--- src/rtl/gtu_pkg.sv ---
`timescale 1ns / 1ps
// ----------------------------------------------------------------------------
// gtu_pkg
// Shared constants, types and field arithmetic for the GF(2^m) trace unit.
// ----------------------------------------------------------------------------
package gtu_pkg;

	localparam int MAX_DEG = 16;
	localparam int MIN_DEG = 3;
	localparam int DEG_W   = 5;
	localparam int EXP_W   = 32;
	localparam int IDX_W   = $clog2(MAX_DEG);
	localparam int ADDR_W  = 3;
	localparam int DATA_W  = 32;

	// fold cells needed to reduce a full exponent modulo 2^m-1
	localparam int FOLD_N  = (EXP_W + MIN_DEG - 1) / MIN_DEG;
	// power chain: per exponent bit, one square step per coefficient plus a round cell
	localparam int PW_N    = MAX_DEG * (MAX_DEG + 1);
	// trace chain: one accumulate cell per conjugate, a squaring between neighbors
	localparam int TR_N    = MAX_DEG + (MAX_DEG - 1) * MAX_DEG;

	// register indexes on the configuration port
	localparam logic REG_DEGREE = 1'b0;
	localparam logic REG_POLY   = 1'b1;

	typedef struct packed {
		logic [DEG_W-1:0]   deg;
		logic [MAX_DEG-1:0] mask;
		logic [MAX_DEG-1:0] hi;
		logic [MAX_DEG-1:0] poly;
	} cfg_t;

	typedef struct packed {
		logic               func;
		logic               ok;
		logic [MAX_DEG-1:0] v;
		logic [EXP_W-1:0]   rem;
		logic [MAX_DEG-1:0] acc;
	} fold_t;

	typedef struct packed {
		logic               func;
		logic               ok;
		logic [MAX_DEG-1:0] v;
		logic [MAX_DEG-1:0] e;
		logic [MAX_DEG-1:0] a;
		logic [MAX_DEG-1:0] acc;
		logic [MAX_DEG-1:0] sum;
	} st_t;

	function automatic logic [MAX_DEG-1:0] mul_alpha(input logic [MAX_DEG-1:0] v,
			input cfg_t c);
		logic [MAX_DEG-1:0] r;
		logic               top;
		top = |(v & c.hi);
		r   = (v << 1) & c.mask;
		if (top) begin
			r = r ^ c.poly;
		end
		return r;
	endfunction

endpackage

--- src/rtl/gtu_sq_cell.sv ---
`timescale 1ns / 1ps
// ----------------------------------------------------------------------------
// gtu_sq_cell
// One shift-and-add step of a squaring a*a in GF(2)[x] mod the field polynomial.
// ----------------------------------------------------------------------------
module gtu_sq_cell (
	input  logic                      clk,
	input  logic                      arst_n,
	input  gtu_pkg::cfg_t             cfg,
	input  logic [gtu_pkg::IDX_W-1:0] idx,
	input  logic                      in_valid,
	input  gtu_pkg::st_t              d,
	output logic                      out_valid,
	output gtu_pkg::st_t              q
);

	logic         vld_q;
	gtu_pkg::st_t d_q;
	gtu_pkg::st_t nxt;

	always_comb begin
		nxt     = d;
		nxt.acc = gtu_pkg::mul_alpha(d.acc, cfg) ^ (d.a[idx] ? d.a : '0);
	end

	always_ff @(posedge clk or negedge arst_n) begin
		if (!arst_n) begin
			vld_q <= 1'b0;
		end else begin
			vld_q <= in_valid;
		end
	end

	always_ff @(posedge clk) begin
		d_q <= nxt;
	end

	assign out_valid = vld_q;
	assign q         = d_q;

endmodule

--- config.mk ---
export PLATFORM = sky130hd
export DESIGN_NAME = gtu_sq_cell
export DESIGN_NICKNAME = d
export VERILOG_FILES = /design/src/rtl/gtu_pkg.sv /design/src/rtl/gtu_sq_cell.sv
export SDC_FILE = /design/constraint.sdc
export NUM_CORES = 1
export LEC_CHECK = 0
export ABC_AREA = 1
export BUFFER_PORTS_ARGS = -buffer_cell sky130_fd_sc_hd__buf_2
export CORE_AREA = 2 2 95 97
export DETAILED_ROUTE_END_ITERATION = 8
export DIE_AREA = 0 0 97 99
export PLACE_DENSITY = 0.73
export SLEW_MARGIN = 20
export SYNTH_ARGS = -nofsm -noshare
export SYNTH_HDL_FRONTEND = slang
export SYNTH_SLANG_ARGS = --single-unit
export TNS_END_PERCENT = 50
--- constraint.sdc ---
create_clock -name clk -period 0.8 [get_ports clk]
set_clock_uncertainty 0.05 [all_clocks]
set_input_delay 0.16 -clock clk [delete_from_list [all_inputs] [get_ports clk]]
set_output_delay 0.16 -clock clk [all_outputs]
set_load 0.05 [all_outputs]
==> qor.txt <==
status = finished, violations left
failing checks = negative setup slack
Synth area leader = dfxtp_1
Slew Limit Fails = 0
gate count of the mapped netlist = 357
WL per Instance = 20.9 um
top_reg_cell synth = dfxtp_1
Initial Util = 34.1%
worst-path cell chain = buf_6
FMAX = 0.900 GHz
PD cells = 1780 nW/um^2
max cap viols = 0
hold_ws = 0.0110 ns
H-tree depth = 3
count leader, synth = nand2_1
Tcrit/Tclk final = 139%
grt total ovfl = 0
commonest cells in the netlist = nand2_1, dfxtp_1, nor2_1
Final ANT Viol Nets = 0
syn_nets = 499
Synth top area share = 56.3%
CP max stage delay = 0.40 ns
first-pass GRT wire length = 19,700 um
Buffers on Ports = 218
Seq/Total Area, Yosys = 57.1%
die area = 9600 sq um
P&R area growth vs syn = 137%
Post-Place Worst Slack = -0.629 ns
slew of the pin with the lowest slew margin = 0.322 ns
synth warn = 0
WL final = 16,700 um
synthesized cell area = 2920 sq um
layout cells sized above 1 = 69.0%
placed cell count = 714
startpoint types = flop
initial antenna violation count = 0
Period minus WS final = 1.11 ns
cell row count = 34
Avg Inst Size Synth = 8.17 sq um
worst vdd ir = 0.943 mV
CP delay by family, top = flip-flops
synthesized flop and latch total = 83
ranking of synthesized cells by area = dfxtp_1, nand2_1, xnor2_1, nand3_1, nor2_1
vias in the first global route = 3,613
HP Class = primary input to flop
Non-Filler Instances = 799
number of CTS-inserted buffers = 9
Async SR Flop Fraction = 1.20%
vias per cell = 5.01
I/O pin cnt = 225
Slew HR = 78.4%
Chip Height = 99 um
GRT Resource Usage Total = 26.5%
Placeable Area = 8550 sq um
RSZ-0062 raised after global routing = true
kind of end point of the critical path = output port
count of different cell masters after synthesis = 20
Hold Vio Cnt, Final = 0
Die W = 97 um
HPWL after DPL = 7780 um
fin nets = 828
Static Leak = 3.41 nW
Buf+Inv Stages, Crit Path = 1
via count = 4,006
EDFF count, synth = 0
DRT iter0 DRCs = 184
CP required = 0.59 ns
endpoints failing setup = 103
DR pass1 iterations = 5
CP arrival = 0.90 ns
Root Buffer = clkbuf_8
Crit-path slowest cell = dfrtp_1
CP Class = flop to output port
CTS max path bufs = 2
post-route worst setup slack = -0.312 ns
CP max FO = 1
# clock sinks = 83
CTS clock-pin slew for the worst setup and hold paths = 0.11 ns
Antenna diodes = 0
RePlAce Congestion = 0.791
CTS tree = built
largest net degree at the start of global routing = 33
detailed-route DRC error count = 0
-- metrics by stage --
| step | TNS [ns] | instance area [sq um] | total power [mW] | utilization (%) |
|---|---|---|---|---|
| 6_report | -25.45 | 6900 | 12.3 | 80.7 |
| 5_1_grt | -27.62 | 6900 | 12.5 | 80.7 |
| 4_1_cts | -23.67 | 6130 | 11.3 | 71.7 |
| 3_5_place_dp | -9.88 | 4550 | 7.41 | 53.2 |
| 3_3_place_gp | -8.30 | 4550 | 7.36 | 53.2 |
| 2_1_floorplan | -5.16 | 3060 | 6.40 | - |
-- final timing paths --
path                           start   endpoint  slack [ns]  cells past startpoint
max                        out_valid  out_valid       -0.31                      1
min in group asynchronous     arst_n  out_valid        0.07                      2
min                            d[37]      q[37]        0.01                      2
max in group asynchronous     arst_n  out_valid        0.55                      2
-- logic make-up after synthesis --
logic type             synth area share [%]
flip-flops                             57.1
AO/OA/AOI/OAI                          2.57
buffers and inverters                  5.83
XOR/XNOR                               4.50
AND/OR/NAND/NOR                        30.0
-- state kept, by name, indices dropped and copies added (netlist names) --
signal / flops
out_valid: 1
q: 82
-- metal layers --
layer  track usage [%]  vias up  wire length, um
met5                 0        -                0
met4              12.5        0             1210
met2              48.9      318             8490
met3              6.52       97             1300
li1                  -     1765                -
met1              28.5     1826             5670
-- what timing repair did --
action                                  4_1_cts  5_1_grt
hold buffers                                 58        0
pin swaps                                     5       66
endpoints found under the setup margin       99       99
buffers inserted                              0        5
cloned                                        0        6
hold endpoints to repair                     58        0
gates resized for setup                     292      178
-- cell type report --
cell class,count,area (sq um)
inverters,27,116
multi-input cells,237,1530
clock inverters,6,70.1
well taps,108,135
repair buffers,328,3150
fillers,391,1650
clock buffers,10,138
flip-flops and latches,83,1770
-- cells in the final DEF, fill, tap and decap left out, types with 3 or more instances in the layout --
cell type and instances:
buf_2 120, nand2_4 13, buf_6 21, nor2_4 8
nor3_1 3, inv_1 25, nand2_2 48, buf_8 79
nand2_1 68, o21ai_2 9, buf_4 38, nand3_1 16
nand3_2 8, nor2_2 6, o21ai_1 4, clkbuf_16 4
nor2_1 21, nor3_4 4, dfxtp_2 82, clkbuf_8 10
xnor2_1 13, buf_12 8, dlygate4sd3_1 58, nor3_2 8
-- where the power goes --
group / leakage, nW / internal (mW) / switching, mW
Combinational: 2.60 / 1.91 / 2.34
Sequential: 0.705 / 4.50 / 0.258
Clock: 0.107 / 1.56 / 1.70
No activity file was read; power rests on OpenSTA's default activity.
