--- src/rtl/gtu_pkg.sv ---
`timescale 1ns / 1ps
// ----------------------------------------------------------------------------
// gtu_pkg
// Shared constants, types and field arithmetic for the GF(2^m) trace unit.
// ----------------------------------------------------------------------------
package gtu_pkg;

	localparam int MAX_DEG = 16;
	localparam int MIN_DEG = 3;
	localparam int DEG_W   = 5;
	localparam int EXP_W   = 32;
	localparam int IDX_W   = $clog2(MAX_DEG);
	localparam int ADDR_W  = 3;
	localparam int DATA_W  = 32;

	// fold cells needed to reduce a full exponent modulo 2^m-1
	localparam int FOLD_N  = (EXP_W + MIN_DEG - 1) / MIN_DEG;
	// power chain: per exponent bit, one square step per coefficient plus a round cell
	localparam int PW_N    = MAX_DEG * (MAX_DEG + 1);
	// trace chain: one accumulate cell per conjugate, a squaring between neighbors
	localparam int TR_N    = MAX_DEG + (MAX_DEG - 1) * MAX_DEG;

	// register indexes on the configuration port
	localparam logic REG_DEGREE = 1'b0;
	localparam logic REG_POLY   = 1'b1;

	typedef struct packed {
		logic [DEG_W-1:0]   deg;
		logic [MAX_DEG-1:0] mask;
		logic [MAX_DEG-1:0] hi;
		logic [MAX_DEG-1:0] poly;
	} cfg_t;

	typedef struct packed {
		logic               func;
		logic               ok;
		logic [MAX_DEG-1:0] v;
		logic [EXP_W-1:0]   rem;
		logic [MAX_DEG-1:0] acc;
	} fold_t;

	typedef struct packed {
		logic               func;
		logic               ok;
		logic [MAX_DEG-1:0] v;
		logic [MAX_DEG-1:0] e;
		logic [MAX_DEG-1:0] a;
		logic [MAX_DEG-1:0] acc;
		logic [MAX_DEG-1:0] sum;
	} st_t;

	function automatic logic [MAX_DEG-1:0] mul_alpha(input logic [MAX_DEG-1:0] v,
			input cfg_t c);
		logic [MAX_DEG-1:0] r;
		logic               top;
		top = |(v & c.hi);
		r   = (v << 1) & c.mask;
		if (top) begin
			r = r ^ c.poly;
		end
		return r;
	endfunction

endpackage

--- src/rtl/gtu_tr_cell.sv ---
`timescale 1ns / 1ps
// ----------------------------------------------------------------------------
// gtu_tr_cell
// Adds conjugate j into the trace sum and loads it for the next squaring.
// ----------------------------------------------------------------------------
module gtu_tr_cell (
	input  logic                      clk,
	input  logic                      arst_n,
	input  gtu_pkg::cfg_t             cfg,
	input  logic [gtu_pkg::DEG_W-1:0] idx,
	input  logic                      in_valid,
	input  gtu_pkg::st_t              d,
	output logic                      out_valid,
	output gtu_pkg::st_t              q
);

	logic         vld_q;
	gtu_pkg::st_t d_q;
	gtu_pkg::st_t nxt;

	always_comb begin
		nxt = d;
		// only the first m conjugates count
		if (idx < cfg.deg) begin
			nxt.sum = d.sum ^ d.acc;
		end
		nxt.a   = d.acc;
		nxt.acc = '0;
	end

	always_ff @(posedge clk or negedge arst_n) begin
		if (!arst_n) begin
			vld_q <= 1'b0;
		end else begin
			vld_q <= in_valid;
		end
	end

	always_ff @(posedge clk) begin
		d_q <= nxt;
	end

	assign out_valid = vld_q;
	assign q         = d_q;

endmodule

--- config.mk ---
export PLATFORM = sky130hd
export DESIGN_NAME = gtu_tr_cell
export DESIGN_NICKNAME = d
export VERILOG_FILES = /design/src/rtl/gtu_pkg.sv /design/src/rtl/gtu_tr_cell.sv
export SDC_FILE = /design/constraint.sdc
export NUM_CORES = 1
export LEC_CHECK = 0
export BUFFER_PORTS_ARGS = -buffer_cell sky130_fd_sc_hd__buf_4
export CORE_AREA = 2 2 87 89
export CTS_CLUSTER_SIZE = 24
export DETAILED_ROUTE_END_ITERATION = 16
export DIE_AREA = 0 0 89 91
export PLACE_DENSITY_LB_ADDON = 0.3
export SYNTH_ARGS = -nofsm -noshare
export SYNTH_HDL_FRONTEND = slang
export SYNTH_SLANG_ARGS = --single-unit
--- constraint.sdc ---
create_clock -name clk -period 0.9 [get_ports clk]
set_input_delay 0.18 -clock clk [delete_from_list [all_inputs] [get_ports clk]]
set_output_delay 0.18 -clock clk [all_outputs]
set_load 0.005 [all_outputs]
==> load_flow_metrics.sql <==
INSERT INTO impl_metrics (metric_group, metric, value, unit) VALUES
('detailed_routing', 'antenna_nets_post_route', '0', ''),
('floorplan', 'num_io_pins', '226', ''),
('final_layout', 'syn_to_final_growth', '114.0', '%'),
('critical_path', 'critical_path.cell_chain', 'buf_6 > inv_4 > ha_4 > a21o_1 > a31oi_4 > buf_6 > o211ai_1 > xnor2_1', ''),
('global_routing', 'pin_count_of_the_biggest_net_entering_global_routing', '17', ''),
('detailed_routing', 'highest-signal-layer', 'met4', ''),
('synthesis', 'synth_seq_area_share', '69.78', '%'),
('clock_tree', 'number_of_buffers_created_by_cts', '9', ''),
('floorplan', 'die_height', '91', 'µm'),
('synthesis', 'yosysWarningCount', '0', ''),
('detailed_routing', 'routed_via_density', '3.885', ''),
('critical_path', 'arrival', '1.32', 'ns'),
('detailed_routing', 'routed-wl-met3', '827', 'µm'),
('detailed_routing', 'first_pass_iters', '4', ''),
('global_routing', 'groute.usage.overall', '15.10', '%'),
('final_layout', 'utilization', '57.85', '%'),
('power_and_ir_drop', 'pwr_density_cell', '1799', 'nW/µm²'),
('global_routing', 'grt-ovfl-total', '0', ''),
('floorplan', 'fp.dieW', '89', 'µm'),
('detailed_routing', 'number_of_remaining_drc_errors', '0', ''),
('clock_tree', 'cts_tree', 'done', ''),
('clock_tree', 'h-tree-depth', '3', ''),
('timing', 'final-hold-violation-count', '0', ''),
('synthesis', 'synthDistinctLibCells', '17', ''),
('critical_path', 'longest_individual_stage_delay_on_the_worst_path', '0.20', 'ns'),
('clock_tree', 'cts_buffer_depth', '2', ''),
('min_path', 'worst_hold_path_type', 'primary input to flip-flop', ''),
('synthesis', 'synth.largest_area_cell', 'dfxtp_1', ''),
('clock_tree', 'clock-root-buffer', 'clkbuf_8', ''),
('place', 'portBuffers', '145', ''),
('timing', 'postLayoutSetupSlackWorst', '-0.1990', 'ns'),
('synthesis', 'flops_latches_synth', '67', ''),
('outcome', 'failed_checks', 'setup timing', ''),
('clock_tree', 'clk_pin_slew', '0.08', 'ns'),
('floorplan', 'start_util', '27.03', '%'),
('detailed_routing', 'vias', '1729', ''),
('power_and_ir_drop', 'vdd_ir_drop_max', '728.3', 'µV'),
('outcome', 'outcome', 'finished with violations', ''),
('place', 'place_congestion', '0.6667', ''),
('job', 'drv.max_cap_violation_count', '0', ''),
('timing', 'final_period_minus_worst_setup_slack', '1.099', 'ns'),
('timing', 'count_of_pins_over_their_slew_limit', '0', ''),
('detailed_routing', 'wl_met1', '2437', 'µm'),
('timing', 'rsz_0062_raised_after_global_routing', 'true', ''),
('synthesis', 'synth_top_cells_by_area', 'dfxtp_1 68%, xnor2_1 7.3%, o211ai_2 6.5%', ''),
('critical_path', 'worst_ep_required_time', '1.13', 'ns'),
('global_routing', 'grt_pass1_wl', '9087', 'µm'),
('final_layout', 'design.final.nets', '488', ''),
('final_layout', 'drive_gt1_share', '65.90', '%'),
('global_routing', 'antenna_found_initial', '0', ''),
('synthesis', 'synthCells', '132', ''),
('critical_path', 'worstSetupPathType', 'primary input to flip-flop', ''),
('critical_path', 'start_kind', 'primary input', ''),
('critical_path', 'end_kind', 'flip-flop', ''),
('timing', 'final-setup-viol-count', '83', ''),
('detailed_routing', 'drt_iter0_markers', '23', ''),
('floorplan', 'total_die_area', '8099', 'µm²'),
('timing', 'finalCritPeriodShare', '122.1', '%'),
('synthesis', 'post_synth_instance_area', '1929', 'µm²'),
('global_routing', 'via_count_of_the_first_global_routing_pass', '1785', ''),
('floorplan', 'core', '7137', 'µm²'),
('timing', 'fin_worst_hold_slack', '0.01084', 'ns'),
('detailed_routing', 'route.detailed.wl_per_inst', '14.99', 'µm'),
('detailed_routing', 'wl_met2', '3328', 'µm'),
('place', 'detailedPlace.worstSlack', '-0.5781', 'ns'),
('final_layout', 'antenna-diode-count', '0', ''),
('critical_path', 'critical_path_fanout_max', '8', ''),
('power_and_ir_drop', 'static-leakage-power', '1.896', 'nW'),
('critical_path', 'worst_path_max_delay_cell', 'a21o_1', ''),
('clock_tree', 'tritoncts_num_sinks', '67', ''),
('synthesis', 'synth.top_cell.area_share', '68.48', '%'),
('detailed_routing', 'routed_wirelength', '6672', 'µm'),
('critical_path', 'critical_path.most_common_cell', 'buf_6', ''),
('synthesis', 'syn_area_per_cell', '14.62', 'µm²'),
('floorplan', 'std_cell_rows', '31', ''),
('timing', 'achievable-frequency', '909.9', 'MHz');
## cells in the mapped netlist
| cell type | instances |
|---|---|
| a21o_1 | 1 |
| a21oi_1 | 1 |
| a31oi_4 | 1 |
| buf_12 | 1 |
| buf_2 | 1 |
| buf_4 | 16 |
| buf_8 | 1 |
| conb_1 | 1 |
| dfrtp_1 | 1 |
| dfxtp_1 | 66 |
| ha_1 | 4 |
| inv_1 | 4 |
| nand2_1 | 1 |
| nand2b_1 | 1 |
| o211ai_1 | 6 |
| o211ai_2 | 10 |
| xnor2_1 | 16 |
## power by group
part / internal, W / leakage, nW / switching (W)
clock network: 0.00157 / 0.106 / 0.00116
registers: 0.00323 / 0.569 / 0.0000997
logic: 0.000918 / 1.22 / 0.000457
## sequential cells by signal, summed over array words and instances, names as in the netlist
name / cells
out_valid: 1
q: 66
## area by class of cell
class                   count  area, µm²
well taps                  99      123.9
flip-flops and latches     67       1408
clock buffers              10      127.6
multi-input cells          57      480.5
inverters                   4      17.52
repair buffers            202       1882
clock inverters             6      90.09
fillers                   576       3008
## cells in the final DEF (no fill, tap or decap), types with 3 or more instances in the layout
cell / n
buf_4: 92
buf_6: 56
clkbuf_8: 9
conb_1: 16
dfxtp_1: 17
dfxtp_2: 49
dlygate4sd3_1: 52
ha_1: 3
inv_1: 3
o211ai_1: 6
o211ai_2: 10
xnor2_1: 16
## metal layers
metal,track usage [%],up-vias
met2,25.68,112
met4,5.970,0
li1,-,822
met5,0,-
met3,7.727,8
met1,15.44,787
## path summary, 6_finish.rpt
| check | startpoint | endpoint | cells past startpoint |
|---|---|---|---|
| max in group asynchronous | arst_n | out_valid | 2 |
| hold / removal | d[3] | q[3] | 2 |
| min in group asynchronous | arst_n | out_valid | 2 |
| setup / recovery | cfg[50] | q[15] | 8 |
## per-stage QoR
step | setup TNS [ns] | instance area [µm²] | power [W] | instances
after floorplan | -6.296 | 2004 | 0.003719 | 147
after global placement | -8.327 | 3124 | 0.004376 | 376
after detailed placement | -8.698 | 3124 | 0.004394 | 376
after CTS | -7.007 | 4010 | 0.007442 | 447
after global routing | -8.229 | 4129 | 0.007757 | 445
final | -5.398 | 4129 | 0.007430 | 445
## critical path: cells and delay by family
kind | cells | cell delay [ns]
buffers and inverters | 3 | 0.31
AO/OA/AOI/OAI | 3 | 0.50
XOR/XNOR | 1 | 0.14
adder cells (fa/ha/maj) | 1 | 0.19
## cells by family after synthesis
group,count (synthesis),synth area share [%]
flip-flops,67,69.78
buffers and inverters,23,9.079
AO/OA/AOI/OAI,19,10.57
XOR/XNOR,16,7.263
adder cells (fa/ha/maj),4,2.594
AND/OR/NAND/NOR,2,0.5188
other,1,0.1944
## repair_timing
item	CTS	global route
pin swaps	10	11
resized for setup	39	67
cloned	1	0
setup endpoints to repair	83	83
setup buffers	2	0
endpoints found under the hold margin	52	0
hold buffers	52	0
Note: power is estimated with default switching activity, not from simulation.
