[src/rtl/gtu_pkg.sv]
`timescale 1ns / 1ps
// ----------------------------------------------------------------------------
// gtu_pkg
// Shared constants, types and field arithmetic for the GF(2^m) trace unit.
// ----------------------------------------------------------------------------
package gtu_pkg;

	localparam int MAX_DEG = 16;
	localparam int MIN_DEG = 3;
	localparam int DEG_W   = 5;
	localparam int EXP_W   = 32;
	localparam int IDX_W   = $clog2(MAX_DEG);
	localparam int ADDR_W  = 3;
	localparam int DATA_W  = 32;

	// fold cells needed to reduce a full exponent modulo 2^m-1
	localparam int FOLD_N  = (EXP_W + MIN_DEG - 1) / MIN_DEG;
	// power chain: per exponent bit, one square step per coefficient plus a round cell
	localparam int PW_N    = MAX_DEG * (MAX_DEG + 1);
	// trace chain: one accumulate cell per conjugate, a squaring between neighbors
	localparam int TR_N    = MAX_DEG + (MAX_DEG - 1) * MAX_DEG;

	// register indexes on the configuration port
	localparam logic REG_DEGREE = 1'b0;
	localparam logic REG_POLY   = 1'b1;

	typedef struct packed {
		logic [DEG_W-1:0]   deg;
		logic [MAX_DEG-1:0] mask;
		logic [MAX_DEG-1:0] hi;
		logic [MAX_DEG-1:0] poly;
	} cfg_t;

	typedef struct packed {
		logic               func;
		logic               ok;
		logic [MAX_DEG-1:0] v;
		logic [EXP_W-1:0]   rem;
		logic [MAX_DEG-1:0] acc;
	} fold_t;

	typedef struct packed {
		logic               func;
		logic               ok;
		logic [MAX_DEG-1:0] v;
		logic [MAX_DEG-1:0] e;
		logic [MAX_DEG-1:0] a;
		logic [MAX_DEG-1:0] acc;
		logic [MAX_DEG-1:0] sum;
	} st_t;

	function automatic logic [MAX_DEG-1:0] mul_alpha(input logic [MAX_DEG-1:0] v,
			input cfg_t c);
		logic [MAX_DEG-1:0] r;
		logic               top;
		top = |(v & c.hi);
		r   = (v << 1) & c.mask;
		if (top) begin
			r = r ^ c.poly;
		end
		return r;
	endfunction

endpackage

[src/rtl/gtu_pow_cell.sv]
`timescale 1ns / 1ps
// ----------------------------------------------------------------------------
// gtu_pow_cell
// Closes one square-and-multiply round and loads its result for the next squaring.
// ----------------------------------------------------------------------------
module gtu_pow_cell (
	input  logic                      clk,
	input  logic                      arst_n,
	input  gtu_pkg::cfg_t             cfg,
	input  logic [gtu_pkg::IDX_W-1:0] idx,
	input  logic                      in_valid,
	input  gtu_pkg::st_t              d,
	output logic                      out_valid,
	output gtu_pkg::st_t              q
);

	logic                        vld_q;
	gtu_pkg::st_t                d_q;
	gtu_pkg::st_t                nxt;
	logic [gtu_pkg::MAX_DEG-1:0] r;

	always_comb begin
		nxt = d;
		r   = d.acc;
		if (d.e[idx]) begin
			r = gtu_pkg::mul_alpha(r, cfg);
		end
		nxt.a   = r;
		nxt.acc = '0;
	end

	always_ff @(posedge clk or negedge arst_n) begin
		if (!arst_n) begin
			vld_q <= 1'b0;
		end else begin
			vld_q <= in_valid;
		end
	end

	always_ff @(posedge clk) begin
		d_q <= nxt;
	end

	assign out_valid = vld_q;
	assign q         = d_q;

endmodule

[config.mk]
export PLATFORM = sky130hd
export DESIGN_NAME = gtu_pow_cell
export DESIGN_NICKNAME = d
export VERILOG_FILES = /design/src/rtl/gtu_pkg.sv /design/src/rtl/gtu_pow_cell.sv
export SDC_FILE = /design/constraint.sdc
export NUM_CORES = 1
export LEC_CHECK = 0
export ABC_AREA = 1
export ABC_CLOCK_PERIOD_IN_PS = 1170
export BUFFER_PORTS_ARGS = -buffer_cell sky130_fd_sc_hd__buf_4
export CAP_MARGIN = 20
export CORE_MARGIN = 8
export CORE_UTILIZATION = 40
export CTS_CLUSTER_DIAMETER = 50
export DETAILED_ROUTE_END_ITERATION = 10
export PLACE_DENSITY = 0.89
export SETUP_SLACK_MARGIN = 0.05
export SLEW_MARGIN = 15
export SYNTH_ARGS = -nofsm -noshare
export SYNTH_HDL_FRONTEND = slang
export SYNTH_SLANG_ARGS = --single-unit
export TNS_END_PERCENT = 5
[constraint.sdc]
create_clock -name clk -period 1.17 [get_ports clk]
set_input_delay 0.2925 -clock clk [delete_from_list [all_inputs] [get_ports clk]]
set_output_delay 0.2925 -clock clk [all_outputs]
set_load 0.01 [all_outputs]
==> results of run 1 <==
layout make-up:
cell class	count	area, um^2	share of cell area
multi-input combinational	201	956	0.220
tap	75	93.8	0.0216
sequential	67	1350	0.310
clock buffer	12	155	0.0357
inverter	20	85.1	0.0196
clock inverter	4	72.6	0.0167
timing repair buffer	212	1640	0.376
power by group through the flow:
stage	logic [mW]	registers [mW]	clock network, mW
global placement	1.21	2.56	0
floorplan	0.405	2.65	0
CTS	1.26	2.52	2.22
global route	1.36	2.54	2.33
detailed placement	1.25	2.57	0
finish	1.25	2.52	2.18
flip-flops by register name, summed over array words and instances, names as in the netlist:
register / flops
out_valid: 1
q: 66
cells by family after synthesis:
family                 count (synthesis)
AO/OA/AOI/OAI                         17
buffers and inverters                 42
flip-flops                            67
XOR/XNOR                              15
AND/OR/NAND/NOR                      153
other                                  1
what timing repair did:
action	CTS	global route
setup endpoints to repair	12	24
hold endpoints to repair	1	0
hold buffers	1	0
gates resized for setup	3	9
pin swaps	0	1
layer usage:
layer	vias up	routed length, um	track usage
met1	1181	3200	0.197
met4	0	269	0.102
met5	-	0	0
met2	161	5270	0.407
li1	1295	-	-
met3	23	958	0.0791
stage by stage:
stage | power (mW) | cell area [um^2]
global route | 6.23 | 4340
floorplan | 3.06 | 2560
CTS | 6.00 | 4340
global placement | 3.77 | 4100
finish | 5.95 | 4340
detailed placement | 3.82 | 4100
synthesized netlist by cell type:
library cell | count | area [um^2]
nand2_1 | 130 | 488
dfxtp_1 | 66 | 1320
inv_1 | 18 | 67.6
buf_4 | 17 | 128
o21ai_0 | 15 | 75.1
xnor2_1 | 15 | 131
nand3_1 | 12 | 60.1
nor2_1 | 4 | 15.0
buf_6 | 3 | 33.8
nand2_2 | 3 | 18.8
clkbuf_2 | 2 | 10.0
inv_4 | 2 | 12.5
nand3_2 | 2 | 20.0
o21ai_1 | 2 | 10.0
conb_1 | 1 | 3.75
dfrtp_1 | 1 | 25.0
nand2_4 | 1 | 11.3
nor2_4 | 1 | 11.3
worst max-delay path by stage:
| stage | from | end | slack (ps) | depth (start not counted) |
|---|---|---|---|---|
| 6_report | out_valid$_DFF_PN0_ | out_valid | 50 | 1 |
| 5_1_grt | d[27] | q[43]$_DFF_P_ | -7 | 10 |
| 4_1_cts | out_valid$_DFF_PN0_ | out_valid | 30 | 1 |
| 3_5_place_dp | d[17] | q[42]$_DFF_P_ | -380 | 10 |
| 3_3_place_gp | d[17] | q[40]$_DFF_P_ | -300 | 10 |
| 2_1_floorplan | idx[0] | q[37]$_DFF_P_ | -30 | 11 |
==> results.tsv, run 1 <==
stage	metric	value	unit
finish	fin_nets	653	
power	powerDensity	1370	nW/um^2
clocking	cts_tree	built	
synth	synthMuxAreaShare	0	
finish	nFillCells	440	
floorplan	num_rows	28	
clocking	htreeDepth	3	
sta	finalCritPeriodShare	0.958	
setup_path	crit_family	flip-flops	
floorplan	die-area	8860	um^2
setup_path	endpoint_kind	output pin	
sta	setup_viol	0	
detailed_routing	dr.pass1.iters	5	
finish	drive_gt1_frac	0.484	
grt	first_global_vias	2826	
clocking	cts_buffers	9	
synth	synth_compound_area_frac	0.0348	
synth	synthAdderAreaFrac	0	
min_path	hp-class	in2reg	
min_path	min_from	d[12]	
synth	syn_inst	295	
job	max_cap_viol_count	0	
grt	grt_max_degree	16	
synth	ys_seq_area_frac	0.551	
min_path	holdPathStages	1	
power	seqPwrFrac	0.423	
detailed_routing	drt-initial-drc-count	80	
floorplan	die_h	94.1	um
floorplan	initial_core_util	0.413	
min_path	min_to	q[12]$_DFF_P_	
detailed_routing	wl_per_cell	16.4	um
floorplan	die_x	94.1	um
detailed_routing	drcViolationCount	0	
setup_path	cp_cell_sequence	buf_6	
power	p_comb_frac	0.211	
sta	fin_tns_setup	0	ps
sta	hold_violations	0	
clocking	cts_max_path_buffers	2	
setup_path	crit_path_max_fanout	1	
floorplan	core	5920	um^2
detailed_routing	routed_wl	9700	um
grt	antenna_found_initial	0	
synth	synthDistinctLibCells	18	
sta	rsz0062_at_grt	true	
power	vdd_drop_max	0.00111	V
clocking	clk_pin_slew	70	ps
sta	slew_viol_final	0	
sta	worst_slack	48.9	ps
setup_path	arrival	830	ps
power	power.switching	1.49	mW
synth	synth_xor_xnor_area_share	0.0538	
synth	avgSynthCellArea	8.28	um^2
grt	grt_pass1_wl	14500	um
sta	fin_hold_ws	57.1	ps
detailed_routing	via_per_inst	4.50	
detailed_routing	ant_nets	0	
synth	synth_top_family_by_area	simple AND/OR/NAND/NOR gates	
setup_path	crit_type	reg2out	
grt	grt_usage	0.215	
grt	grt_overflow_total	0	
finish	final_cells	591	
clocking	clock-sinks	67	
synth	yosys.area_share.simple	0.256	
synth	syn_area	2440	um^2
detailed_routing	vias	2660	
setup_path	slowest_stage	dfrtp_1	
finish	final_common_cell	buf_4	
synth	yosys_warnings	0	
power	switching_share	0.251	
run_status	outcome	finished, final reports clean	
placement	dp_hpwl	7940	um
setup_path	crit_buf_inv	1	
placement	pre_cts_slack	-381	ps
setup_path	cp-start-kind	flip-flop	
finish	mostFrequentLayoutCells	buf_4 (207), nand2_1 (125), dfxtp_1 (66), inv_1 (18), conb_1 (16)	
clocking	post-cts-setup-buffers	0	
clocking	root_buffer	clkbuf_8	
finish	num_antenna_cells	0	
finish	syn_to_final_growth	77.9	%
setup_path	cpPeakStageDelay	380	ps
placement	port_buffers	186	
placement	dp.cells	574	
finish	final_core_utilization	0.734	
setup_path	crit_required	880	ps
sta	fmax	892	MHz
sta	finalCriticalPeriod	1120	ps
placement	place_congestion	0.804	
power	p_clk_frac	0.366	
floorplan	pin_count	225	
synth	synth-seq-cells	67	
power	cellLeakagePower	2.36	nW
power	internal-power	4.46	mW
Note: power is estimated with default switching activity, not from simulation.
==> run 2: changes to the inputs <==
- ABC_CLOCK_PERIOD_IN_PS: 1170 -> 1000
- CORE_ASPECT_RATIO: default -> 0.5
- CORE_UTILIZATION: 40 -> 33
- PLACE_DENSITY: 0.89 -> 0.79
- clock period: 1.17 -> 1 ns (I/O delays scaled with it)
==> results.tsv, run 2 (synthesis gave the netlist of run 1 again) <==
stage	metric	value	unit	change
sta	finalCritPeriodShare	1.08		
placement	dp_hpwl	7210	um	was 7940 um
clocking	root_buffer	clkbuf_16		was clkbuf_8
detailed_routing	routed_wl	9690	um	was 9700 um
finish	multi_input_area	1110	um^2	was 956 um^2
detailed_routing	wl_per_cell	15.6	um	was 16.4 um
detailed_routing	via_per_inst	4.38		was 4.50
finish	largest_reg_flops	66		unchanged
detailed_routing	dr.pass1.iters	4		was 5
sta	slew_viol_final	0		unchanged
sta	finalCriticalPeriod	1080	ps	
grt	grt_max_degree	16		unchanged
detailed_routing	vias	2719		was 2,660
clocking	clock-sinks	67		unchanged
finish	syn_to_final_growth	106	%	was 77.9%
floorplan	die_x	138	um	was 94.1 um
setup_path	crit_path_max_fanout	1		unchanged
clocking	cts_buffers	9		unchanged
setup_path	cp-start-kind	flip-flop		unchanged
min_path	min_from	d[7]		was d[12]
setup_path	crit_required	750	ps	was 880 ps
setup_path	crit_buf_inv	1		unchanged
floorplan	initial_core_util	0.337		was 0.413
power	powerDensity	1580	nW/um^2	was 1370 nW/um^2
setup_path	slowest_stage	dfrtp_1		unchanged
sta	hold_violations	0		unchanged
setup_path	crit_end	out_valid		unchanged
setup_path	worst-path-stages	1		unchanged
floorplan	pin_count	225		unchanged
run_status	violations	negative setup slack		
sta	fmax	922	MHz	
power	p_comb_frac	0.220		was 0.211
grt	antenna_found_initial	0		unchanged
placement	port_buffers	186		unchanged
job	max_cap_viol_count	0		unchanged
min_path	hp-class	in2reg		unchanged
placement	place_congestion	0.826		was 0.804
floorplan	die-area	10600	um^2	was 8860 um^2
power	switching_share	0.259		was 0.251
floorplan	num_rows	22		was 28
grt	grt_pass1_wl	14200	um	was 14,500 um
grt	first_global_vias	2892		was 2,826
finish	num_antenna_cells	0		unchanged
setup_path	crit_type	reg2out		unchanged
detailed_routing	ant_nets	0		unchanged
setup_path	cp_cell_sequence	buf_6		unchanged
clocking	cts_max_path_buffers	2		unchanged
sta	worst_slack	-84.4	ps	was 48.9 ps
setup_path	cpPeakStageDelay	390	ps	was 380 ps
detailed_routing	drcViolationCount	0		unchanged
detailed_routing	drt-initial-drc-count	68		was 80
finish	fin_nets	662		was 653
clocking	htreeDepth	3		unchanged
grt	grt_overflow_total	0		unchanged
sta	rsz0062_at_grt	true		unchanged
setup_path	endpoint_kind	output pin		unchanged
power	internal-power	5.88	mW	was 4.46 mW
power	seqPwrFrac	0.380		was 0.423
finish	ff_latch_area	1420	um^2	was 1350 um^2
floorplan	die_h	76.8	um	was 94.1 um
setup_path	cp-startpoint	out_valid$_DFF_PN0_		unchanged
placement	pre_cts_slack	-445	ps	was -381 ps
run_status	outcome	finished, violations left		was finished, final reports clean
finish	mostFrequentLayoutCells	buf_4 (133), nand2_1 (99), buf_6 (86), dfxtp_2 (55), nand2_2 (27)		was buf_4 (207), nand2_1 (125), dfxtp_1 (66), inv_1 (18), conb_1 (16)
floorplan	core	7240	um^2	was 5920 um^2
sta	setup_viol	20		was 0
finish	drive_gt1_frac	0.669		was 0.484
grt	grt_usage	0.170		was 0.215
setup_path	crit_family	flip-flops		unchanged
power	p_clk_frac	0.401		was 0.366
finish	final_common_cell	buf_4		unchanged
setup_path	arrival	830	ps	about the same
power	power.switching	2.06	mW	was 1.49 mW
power	cellLeakagePower	2.59	nW	was 2.36 nW
clocking	clk_pin_slew	60	ps	was 70 ps
finish	nFillCells	506		was 440
sta	fin_hold_ws	29.9	ps	was 57.1 ps
clocking	cts_tree	built		unchanged
power	vdd_drop_max	0.000959	V	was 0.00111 V
==> run 2: how the worst min path moves through the flow <==
stage                                endpoint  slack [ps]  cells after the start
after global placement    out_valid$_DFF_PN0_          30                      1
after detailed placement  out_valid$_DFF_PN0_          30                      1
after global routing             q[0]$_DFF_P_          10                      1
after floorplan           out_valid$_DFF_PN0_         -50                      0
final                            q[7]$_DFF_P_          30                      1
after CTS                        q[4]$_DFF_P_          20                      1
==> run 2: final cells by class <==
class	instances	share of cell area
inverter	20	0.0174
clock buffer	9	0.0448
sequential	67	0.281
clock inverter	7	0.0162
tap	96	0.0239
multi-input combinational	201	0.220
timing repair buffer	221	0.397
==> run 2: power groups by stage <==
stage	logic (mW)	registers, mW	clock network (mW)
after detailed placement	1.44	3.00	0
after floorplan	0.474	3.11	0
after CTS	1.63	3.00	3.24
after global placement	1.42	2.99	0
after global routing	1.86	3.03	3.39
final	1.74	3.01	3.18
==> run 2: through the flow <==
| step | total power [mW] | cells | TNS (ps) | cell area [um^2] | util |
|---|---|---|---|---|---|
| after floorplan | 3.58 | 310 | -1630 | 2560 | - |
| after global placement | 4.41 | 602 | -5780 | 4150 | 0.573 |
| after detailed placement | 4.45 | 602 | -6230 | 4150 | 0.573 |
| after CTS | 7.86 | 620 | -693 | 4830 | 0.667 |
| after global routing | 8.28 | 621 | -2470 | 5030 | 0.695 |
| final | 7.94 | 621 | -405 | 5030 | 0.695 |
==> run 2: repair_timing <==
item,4_1_cts,5_1_grt
buffers inserted,1,1
hold buffers,1,0
pin swaps,21,26
hold endpoints to repair,1,0
gates resized for setup,131,75
setup endpoints to repair,83,83
==> run 2: layer usage <==
| metal | global-route usage | up-vias | share of wire |
|---|---|---|---|
| met3 | 0.0384 | 25 | 0.059 |
| met5 | 0 | - | 0 |
| met1 | 0.152 | 1265 | 0.33 |
| li1 | - | 1330 | - |
| met4 | 0.0764 | 0 | 0.027 |
| met2 | 0.347 | 99 | 0.58 |
