`src/rtl/gtu_pkg.sv`:
```
`timescale 1ns / 1ps
// ----------------------------------------------------------------------------
// gtu_pkg
// Shared constants, types and field arithmetic for the GF(2^m) trace unit.
// ----------------------------------------------------------------------------
package gtu_pkg;

	localparam int MAX_DEG = 16;
	localparam int MIN_DEG = 3;
	localparam int DEG_W   = 5;
	localparam int EXP_W   = 32;
	localparam int IDX_W   = $clog2(MAX_DEG);
	localparam int ADDR_W  = 3;
	localparam int DATA_W  = 32;

	// fold cells needed to reduce a full exponent modulo 2^m-1
	localparam int FOLD_N  = (EXP_W + MIN_DEG - 1) / MIN_DEG;
	// power chain: per exponent bit, one square step per coefficient plus a round cell
	localparam int PW_N    = MAX_DEG * (MAX_DEG + 1);
	// trace chain: one accumulate cell per conjugate, a squaring between neighbors
	localparam int TR_N    = MAX_DEG + (MAX_DEG - 1) * MAX_DEG;

	// register indexes on the configuration port
	localparam logic REG_DEGREE = 1'b0;
	localparam logic REG_POLY   = 1'b1;

	typedef struct packed {
		logic [DEG_W-1:0]   deg;
		logic [MAX_DEG-1:0] mask;
		logic [MAX_DEG-1:0] hi;
		logic [MAX_DEG-1:0] poly;
	} cfg_t;

	typedef struct packed {
		logic               func;
		logic               ok;
		logic [MAX_DEG-1:0] v;
		logic [EXP_W-1:0]   rem;
		logic [MAX_DEG-1:0] acc;
	} fold_t;

	typedef struct packed {
		logic               func;
		logic               ok;
		logic [MAX_DEG-1:0] v;
		logic [MAX_DEG-1:0] e;
		logic [MAX_DEG-1:0] a;
		logic [MAX_DEG-1:0] acc;
		logic [MAX_DEG-1:0] sum;
	} st_t;

	function automatic logic [MAX_DEG-1:0] mul_alpha(input logic [MAX_DEG-1:0] v,
			input cfg_t c);
		logic [MAX_DEG-1:0] r;
		logic               top;
		top = |(v & c.hi);
		r   = (v << 1) & c.mask;
		if (top) begin
			r = r ^ c.poly;
		end
		return r;
	endfunction

endpackage

```
`src/rtl/gtu_fold_cell.sv`:
```
`timescale 1ns / 1ps
// ----------------------------------------------------------------------------
// gtu_fold_cell
// Adds the next m-bit chunk of the exponent into an end-around-carry sum.
// ----------------------------------------------------------------------------
module gtu_fold_cell (
	input  logic          clk,
	input  logic          arst_n,
	input  gtu_pkg::cfg_t cfg,
	input  logic          in_valid,
	input  gtu_pkg::fold_t d,
	output logic          out_valid,
	output gtu_pkg::fold_t q
);

	logic                        vld_q;
	gtu_pkg::fold_t              d_q;
	gtu_pkg::fold_t              nxt;
	logic [gtu_pkg::MAX_DEG-1:0] chunk;
	logic [gtu_pkg::MAX_DEG:0]   s;

	always_comb begin
		nxt   = d;
		chunk = d.rem[gtu_pkg::MAX_DEG-1:0] & cfg.mask;
		s     = {1'b0, d.acc} + {1'b0, chunk};
		// wrap the carry out of bit m back into bit 0
		if (|(s & ~{1'b0, cfg.mask})) begin
			nxt.acc = (s[gtu_pkg::MAX_DEG-1:0] & cfg.mask) + gtu_pkg::MAX_DEG'(1);
		end else begin
			nxt.acc = s[gtu_pkg::MAX_DEG-1:0];
		end
		nxt.rem = d.rem >> cfg.deg;
	end

	always_ff @(posedge clk or negedge arst_n) begin
		if (!arst_n) begin
			vld_q <= 1'b0;
		end else begin
			vld_q <= in_valid;
		end
	end

	always_ff @(posedge clk) begin
		d_q <= nxt;
	end

	assign out_valid = vld_q;
	assign q         = d_q;

endmodule

```
`config.mk`:
```
export PLATFORM = sky130hd
export DESIGN_NAME = gtu_fold_cell
export DESIGN_NICKNAME = d
export VERILOG_FILES = /design/src/rtl/gtu_pkg.sv /design/src/rtl/gtu_fold_cell.sv
export SDC_FILE = /design/constraint.sdc
export NUM_CORES = 1
export LEC_CHECK = 0
export BUFFER_PORTS_ARGS = -buffer_cell sky130_fd_sc_hd__buf_4
export CAP_MARGIN = 10
export CELL_PAD_IN_SITES_DETAIL_PLACEMENT = 1
export CELL_PAD_IN_SITES_GLOBAL_PLACEMENT = 1
export CORE_UTILIZATION = 32
export DETAILED_ROUTE_END_ITERATION = 10
export GPL_TIMING_DRIVEN = 0
export PLACE_DENSITY_LB_ADDON = 0.1
export SYNTH_ARGS = -nofsm -noshare
export SYNTH_HDL_FRONTEND = slang
export SYNTH_SLANG_ARGS = --single-unit
```
`constraint.sdc`:
```
create_clock -name clk -period 0.8 [get_ports clk]
set_clock_uncertainty 0.2 [all_clocks]
set_input_delay 0.04 -clock clk [delete_from_list [all_inputs] [get_ports clk]]
set_output_delay 0.04 -clock clk [all_outputs]
set_load 0.01 [all_outputs]
```
==> results of run 1 <==
## cells in the mapped netlist (2+ instances only)
| master | number | share of area |
|---|---|---|
| nor3_1 | 12 | 0.013 |
| nand2b_1 | 10 | 0.013 |
| inv_1 | 18 | 0.014 |
| and3_1 | 8 | 0.011 |
| and2_1 | 20 | 0.027 |
| nor3b_1 | 3 | 0.0048 |
| o21bai_1 | 2 | 0.0032 |
| o221ai_1 | 2 | 0.0038 |
| nand2_1 | 63 | 0.051 |
| o21ai_1 | 6 | 0.0064 |
| a211oi_1 | 10 | 0.016 |
| nand4_1 | 5 | 0.0067 |
| xnor2_1 | 10 | 0.019 |
| nor4_1 | 2 | 0.0027 |
| mux2i_1 | 29 | 0.062 |
| nor4b_1 | 2 | 0.0038 |
| a2111o_1 | 2 | 0.0048 |
| clkbuf_1 | 19 | 0.015 |
| nor2_1 | 51 | 0.041 |
| o22ai_1 | 10 | 0.013 |
| xor2_1 | 5 | 0.0094 |
| a21boi_1 | 3 | 0.0048 |
| a21o_1 | 7 | 0.011 |
| a31oi_1 | 6 | 0.0081 |
| a32oi_1 | 2 | 0.0038 |
| mux2_2 | 11 | 0.027 |
| buf_1 | 5 | 0.0040 |
| o211ai_1 | 2 | 0.0032 |
| nor2b_1 | 8 | 0.011 |
| a22oi_1 | 4 | 0.0064 |
| and4_1 | 5 | 0.0094 |
| ha_1 | 17 | 0.046 |
| mux4_2 | 14 | 0.068 |
| or3_1 | 6 | 0.0081 |
| or2_2 | 3 | 0.0040 |
| a21oi_1 | 48 | 0.052 |
| nand3_1 | 8 | 0.0086 |
| buf_2 | 5 | 0.0054 |
| dfxtp_1 | 66 | 0.28 |
| o2111a_1 | 2 | 0.0048 |
| o21ai_0 | 27 | 0.029 |
## cells by family after synthesis
kind of cell,count (synthesis),synth area share
fa+ha+maj,18,0.04993
xor+xnor,15,0.02819
compound gates,148,0.2067
buf+inv,50,0.04241
simple gates,213,0.2274
mux,54,0.1565
flops,67,0.2889
## how the worst max path moves through the flow
stage,cells past startpoint,to,slack [ns],from
after floorplan,13,q[15]$_DFF_P_,-2.69,d[16]
after global placement,14,q[6]$_DFF_P_,-3.43,d[16]
after detailed placement,14,q[15]$_DFF_P_,-3.47,d[16]
after CTS,16,q[15]$_DFF_P_,-2.61,cfg[32]
after global routing,17,q[6]$_DFF_P_,-2.77,cfg[32]
final,16,q[15]$_DFF_P_,-2.71,cfg[32]
## where the power goes
group | leakage (nW) | switching [mW] | internal (mW)
clock | 0.153 | 1.63 | 2.74
sequential | 0.574 | 0.154 | 3.71
combinational | 2.97 | 2.68 | 2.74
total | 3.70 | 4.46 | 9.19
## flip-flops by register name, indices dropped and copies added, names as in the netlist
name / cells
out_valid: 1
q: 66
## per-layer routing
layer	global-route usage	wire [µm]	up-vias
li1	-	-	2538
met1	0.3072	8366	2741
met2	0.5232	11850	220
met3	0.04972	1151	72
met4	0.1105	894	0
met5	0	0	-
## what timing repair did
item / CTS / global route
endpoints found under the hold margin: 40 / 22
pin swaps: 46 / 23
resized for setup: 262 / 88
endpoints found under the setup margin: 115 / 115
cloned: 5 / 0
buffers inserted: 39 / 16
## placed cells by master, fill, tap and decap left out, types with 5 or more instances in the layout
cell	instances
nor2_1	38
dfxtp_2	62
clkbuf_16	14
mux2_4	8
inv_1	17
mux2i_1	11
ha_1	15
nand2_2	15
o22ai_1	7
and2_1	19
buf_6	89
o21ai_2	12
a21oi_4	5
o21ai_0	9
nor2_2	6
mux2i_2	5
a21oi_1	26
a21oi_2	17
nand2b_1	10
o21ai_1	8
nor2_4	7
clkbuf_1	6
clkbuf_2	5
nand3_1	8
nand2_1	44
dlygate4sd3_1	20
nand4_1	5
a21o_1	7
mux2i_4	13
mux4_2	14
and3_1	8
xnor2_1	5
buf_12	10
buf_4	114
nor3_1	10
## metrics by stage
step	setup WS (ns)	power, mW	TNS, ns	hold slack, ns	utilization
after floorplan	-2.690	5.983	-60.47	-0.4556	-
after global placement	-3.426	7.415	-81.93	-0.3827	0.4472
after detailed placement	-3.467	7.500	-84.40	-0.3821	0.4472
after CTS	-2.614	13.10	-69.63	-0.1930	0.5883
after global routing	-2.765	14.22	-77.48	-0.1921	0.6169
final	-2.706	13.66	-73.91	-0.1894	0.6169
## area by class of cell
class | instances | area, µm²
fillers | 1524 | 5380
multi-input cells | 448 | 4029
repair buffers | 230 | 2251
flip-flops and latches | 67 | 1424
plain buffers | 28 | 324.1
clock buffers | 10 | 229.0
well taps | 180 | 225.2
clock inverters | 6 | 90.09
inverters | 20 | 90.09
## critical path, cell delays in order
cell and delay [ns]:
buf_6 0.09, and2_4 0.15, ha_4 0.16, fa_2 0.37, a21o_1 0.21, a221oi_4 0.26, buf_6 0.16, buf_12 0.10
o21ai_4 0.09, a31oi_4 0.26, xnor2_4 0.10, a2111o_1 0.44, a2111o_1 0.43, buf_6 0.19, mux2_4 0.26, a21o_1 0.20
==> summary.md, run 1 <==
| Metric | Value |
|---|---|
| Area delta synth->final | `85.85%` |
| Top FF cell, synth | `dfxtp_1` |
| Final setup margin | `-2.706 ns` |
| Kind of critical path | `input pin to register` |
| Relative slew margins | `0.5998` |
| Initial Utilization | `0.3319` |
| Congestion Overflow GR | `0` |
| Row cnt | `43` |
| Worst-path clk slew | `0.06 ns` |
| Fin nets | `~940` |
| CTS Sinks | `67` |
| Initial DRC Count | `280` |
| Detailed Route WL | `between 20,000 and 25,000 µm` |
| Design Area, Final | `~8700 µm²` |
| H-tree levels | `3` |
| I/O Buffers | `around 150` |
| Share of cells above drive strength 1 | `0.5871` |
| Die H | `between 100 and 150 µm` |
| Post-Syn Nets | `705` |
| Die Area | `15,050 µm²` |
| Final min period | `3.506 ns` |
| RSZ-0062 raised after global routing | `yes` |
| Max FO, Critical Path | `5` |
| F_max | `roughly 0.29 GHz` |
| Post-Syn Area | `about 4700 µm²` |
| Gr usage total | `0.2789` |
| Post-route DRC | `0` |
| Largest net degree at the start of global routing | `13` |
| First-pass GRT wire length | `approximately 32,000 µm` |
| Initial DRT Pass Iterations | `4` |
| Die width | `about 120 µm` |
| Failing checks | `negative hold slack, negative setup slack` |
| Run status | `complete, but fails checks` |
| Worst Hold Class | `input pin to asynchronous set/reset pin` |
| Post-CTS Hold Fix Bufs | `20` |
| Max Root-Sink Buffers | `2` |
| Final Setup Violations | `around 120` |
| Total number of vias | `approximately 5,600` |
| Worst Setup End Kind | `register` |
| Flops & latches, synth | `between 60 and 70` |
| Cells after Synth | `between 500 and 600` |
| Non-filler cells in the finished layout | `989` |
| DPL Wire Length | `~14,000 µm` |
| Yosys warning count | `0` |
| Max-Cap Viols | `0` |
| Asr flop ratio synth | `0.01493` |
| Cell Area, Placed | `roughly 6300 µm²` |
| Syn_area_per_cell | `just over 8 µm²` |
| Sequential area share after synthesis | `0.2889` |
| Routed wire per std cell | `22.51 µm` |
| Min Hold Slack | `-0.1894 ns` |
| Initial antenna violation count | `0` |
| CTS tree | `yes` |
| Antenna Diode Count | `0` |
| DR vias/cell | `around 5.6` |
| # IOs | `roughly 190` |
| Crit path DAT | `roughly 3.5 ns` |
| Crit path required time | `0.82 ns` |
| Dpl cells | `899` |
| Routability cong. | `around 0.88` |
| Startpoint types | `input pin` |
| Netlist cell types | `68` |
| Maximum vdd drop | `roughly 1.0 mV` |
| Core box area | `14,040 µm²` |
| Vias in the first global route | `around 5,800` |
| Pleak | `roughly 3.7 nW` |
| Fin. max-slew vios | `0` |
| Number of routed nets with antenna violations | `0` |
| Number of CTS-inserted buffers | `9` |
| Crit share post-route | `4.382` |
| Number of flops mapped to enable cells by yosys | `0` |
| CTS Root Cell | `clkbuf_16` |
| Final Hold Fails | `24` |
| Worst-margin pin slew | `0.6002 ns` |
| Power per Cell Area | `between 1500 and 2000 nW/µm²` |
(Power assumes the default switching activity.)
==> inputs of run 2 (changes only) <==
--- a/config.mk
+++ b/config.mk
@@ -11,7 +11,6 @@
 export CELL_PAD_IN_SITES_GLOBAL_PLACEMENT = 1
 export CORE_UTILIZATION = 32
 export DETAILED_ROUTE_END_ITERATION = 10
-export GPL_TIMING_DRIVEN = 0
 export PLACE_DENSITY_LB_ADDON = 0.1
 export SYNTH_ARGS = -nofsm -noshare
 export SYNTH_HDL_FRONTEND = slang
==> run 2 against run 1 <==
The run still ends with negative hold slack, negative setup slack left. Clock power up 8.5%. Combinational power rose by 24%. Worst setup slack worse by 0.034 ns. Final cell count grew 12%. Via count rose by 22%. Die area unchanged. Non-clock buffer count increased by 117. Utilization grew 7.7 points. Critical path type unchanged. Largest cell class unchanged.
==> summary.md, run 2 (synthesis gave the netlist of run 1 again) <==
| Metric | Value |
|---|---|
| Net Sw Frac | `0.3622 (was 0.3267)` |
| Fin. max-slew vios | `0 (unchanged)` |
| Total number of vias | `6,780 (was 5,571)` |
| Commonest cells after routing, fill and taps aside | `buf_4, buf_6, dfxtp_2, nand2_1, nor2_1 (unchanged)` |
| Initial Utilization | `0.3319 (unchanged)` |
| Die width | `122.7 µm (unchanged)` |
| CTS Root Cell | `clkbuf_16 (unchanged)` |
| Detailed Route WL | `32,760 µm (was 22,260 µm)` |
| Routability cong. | `0.8652 (was 0.8828)` |
| Part of the power in the clock network | `0.307 (was 0.319)` |
| Routed wire per std cell | `29.62 µm (was 22.51 µm)` |
| Worst Hold Class | `input pin to asynchronous set/reset pin (unchanged)` |
| Register area | `1429 µm² (was 1424 µm²)` |
| Fin nets | `1,061 (was 944)` |
| Share of cells above drive strength 1 | `0.6782 (was 0.5871)` |
| WP depth | `17 (was 16)` |
| Post-route DRC | `0 (unchanged)` |
| Startpoint types | `input pin (unchanged)` |
| Crit path required time | `0.82 ns (about the same)` |
| H-tree levels | `3 (unchanged)` |
| Power per Cell Area | `1581 nW/µm² (was 1577 nW/µm²)` |
| Final Setup Violations | `115 (unchanged)` |
| Fill count | `1,453 (was 1,524)` |
| Multi-input gate area | `4174 µm² (was 4029 µm²)` |
| Bufs and invs on worst path | `5 (was 4)` |
| # IOs | `189 (unchanged)` |
| Design Area, Final | `9747 µm² (was 8662 µm²)` |
| Worst-margin pin slew | `0.5211 ns (was 0.6002 ns)` |
| Failing checks | `negative hold slack, negative setup slack (unchanged)` |
| Final Core Density | `0.6941 (was 0.6169)` |
| CTS Sinks | `67 (unchanged)` |
| Worst Setup SP | `d[16] (was cfg[32])` |
| Number of CTS-inserted buffers | `9 (unchanged)` |
| Vias in the first global route | `6,849 (was 5,818)` |
| DPL Wire Length | `15,440 µm (was 13,900 µm)` |
| Max FFs per register | `66 (unchanged)` |
| Initial DRT Pass Iterations | `7 (was 4)` |
| Core box area | `14,040 µm² (unchanged)` |
| Switching power | `5.581 mW (was 4.462 mW)` |
| Worst-path clk slew | `0.08 ns (was 0.06 ns)` |
| Crit path max-delay family | `simple AND/OR/NAND/NOR gates (was compound AO/OA/AOI/OAI gates)` |
| Crit path DAT | `3.56 ns (was 3.53 ns)` |
| Relative slew margins | `0.6526 (was 0.5998)` |
| Largest net degree at the start of global routing | `16 (was 13)` |
| Final min period | `3.540 ns (was 3.506 ns)` |
| Number of routed nets with antenna violations | `0 (unchanged)` |
| Worst Setup End Kind | `register (unchanged)` |
| Final setup margin | `-2.740 ns (was -2.706 ns)` |
| Critical path's most frequent cell | `buf_4 (was buf_6)` |
| Min Hold Slack | `-0.07092 ns (was -0.1894 ns)` |
| Crit-path cells | `buf_6 > and2_4 > ha_4 > fa_2 > a21o_1 > a221oi_2 > buf_4 > xnor2_4 > buf_4 > or2_4 > buf_4 > nor3_1 > buf_4 > nand4_1 > or3_4 > a21boi_1 > o22ai_1 (was buf_6 > and2_4 > ha_4 > fa_2 > a21o_1 > a221oi_4 > buf_6 > buf_12 > o21ai_4 > a31oi_4 > xnor2_4 > a2111o_1 > a2111o_1 > buf_6 > mux2_4 > a21o_1)` |
| Max incr delay on CP | `0.43 ns (was 0.44 ns)` |
| Final Hold Fails | `6 (was 24)` |
| Dpl ws | `-3.030 ns (was -3.467 ns)` |
| Kind of critical path | `input pin to register (unchanged)` |
| Die Area | `15,050 µm² (unchanged)` |
| Die H | `122.7 µm (unchanged)` |
| Comb pwr share | `0.437 (was 0.397)` |
| Initial antenna violation count | `0 (unchanged)` |
| RSZ-0062 raised after global routing | `yes (unchanged)` |
| First-pass GRT wire length | `38,410 µm (was 31,710 µm)` |
| F_max | `0.2825 GHz (was 0.2852 GHz)` |
| Max Root-Sink Buffers | `2 (unchanged)` |
| Antenna Diode Count | `0 (unchanged)` |
| Sequential power share | `0.256 (was 0.283)` |
| I/O Buffers | `156 (was 154)` |
| Most common cell after layout, fill and taps aside | `buf_4 (unchanged)` |
| Cell Area, Placed | `7350 µm² (was 6280 µm²)` |
| Crit share post-route | `4.425 (was 4.382)` |
| Run status | `complete, but fails checks (unchanged)` |
| Gr usage total | `0.3391 (was 0.2789)` |
| Initial DRC Count | `469 (was 280)` |
| Max stage delay cell, worst path | `or3_4 (was a2111o_1)` |
| Max FO, Critical Path | `3 (was 5)` |
| Pint | `9.825 mW (was 9.194 mW)` |
| Pleak | `4.315 nW (was 3.698 nW)` |
| Area delta synth->final | `109.1% (was 85.85%)` |
| Congestion Overflow GR | `0 (unchanged)` |
| CTS tree | `yes (unchanged)` |
| Maximum vdd drop | `0.9427 mV (was 1.003 mV)` |
| Max-Cap Viols | `0 (unchanged)` |
| Post-CTS Hold Fix Bufs | `20 (unchanged)` |
| DR vias/cell | `6.130 (was 5.633)` |
| Row cnt | `43 (unchanged)` |
[run 2: changes by cell type in the layout (fill, tap and decap cells not counted), sizes merged]
cell,delta
clkbuf,-20
inv,+2
clkinvlp,-1
bufbuf,-1
buf,+137
[run 2: stage by stage]
step | power [mW] | std cells | TNS, ns
floorplan | 5.983 | 565 | -60.47
global placement | 8.239 | 1039 | -74.10
detailed placement | 8.374 | 1039 | -77.03
CTS | 13.76 | 1089 | -62.91
global route | 15.72 | 1106 | -75.62
finish | 15.41 | 1106 | -72.84
[run 2: cell type report]
class | instances | area share
clock inverters | 7 | 0.01027
repair buffers | 375 | 0.3599
flip-flops and latches | 67 | 0.1466
inverters | 20 | 0.008729
clock buffers | 9 | 0.02311
multi-input cells | 448 | 0.4282
well taps | 180 | 0.02311
[run 2: routing by layer]
layer  share of wire  vias to the layer above  wire length, µm  track usage
met2            0.50                      518            16240       0.6485
li1                -                     2773                -            -
met4           0.089                        0             2914       0.1745
met5               0                        -                0            0
met3           0.079                      228             2578      0.04693
met1            0.34                     3261            11030       0.3565
[run 2: power by group through the flow]
stage	clock [mW]	combinational, mW	sequential, mW
3_3_place_gp	0	4.42	3.82
4_1_cts	4.46	5.44	3.86
2_1_floorplan	0	2.01	3.97
3_5_place_dp	0	4.54	3.83
6_report	4.73	6.73	3.94
5_1_grt	4.83	6.94	3.96
[run 2: path summary, 6_finish.rpt]
check                                       to  slack (ns)
max in group asynchronous  out_valid$_DFF_PN0_        0.38
min in group clk                  q[2]$_DFF_P_       -0.05
worst min-delay path       out_valid$_DFF_PN0_       -0.07
worst max-delay path             q[13]$_DFF_P_       -2.74
[run 2: timing repair]
item / CTS / global route
pin swaps: 44 / 45
setup buffers: 15 / 22
hold endpoints to repair: 32 / 9
gates cloned: 3 / 0
setup endpoints to repair: 115 / 115
gates resized for setup: 258 / 151
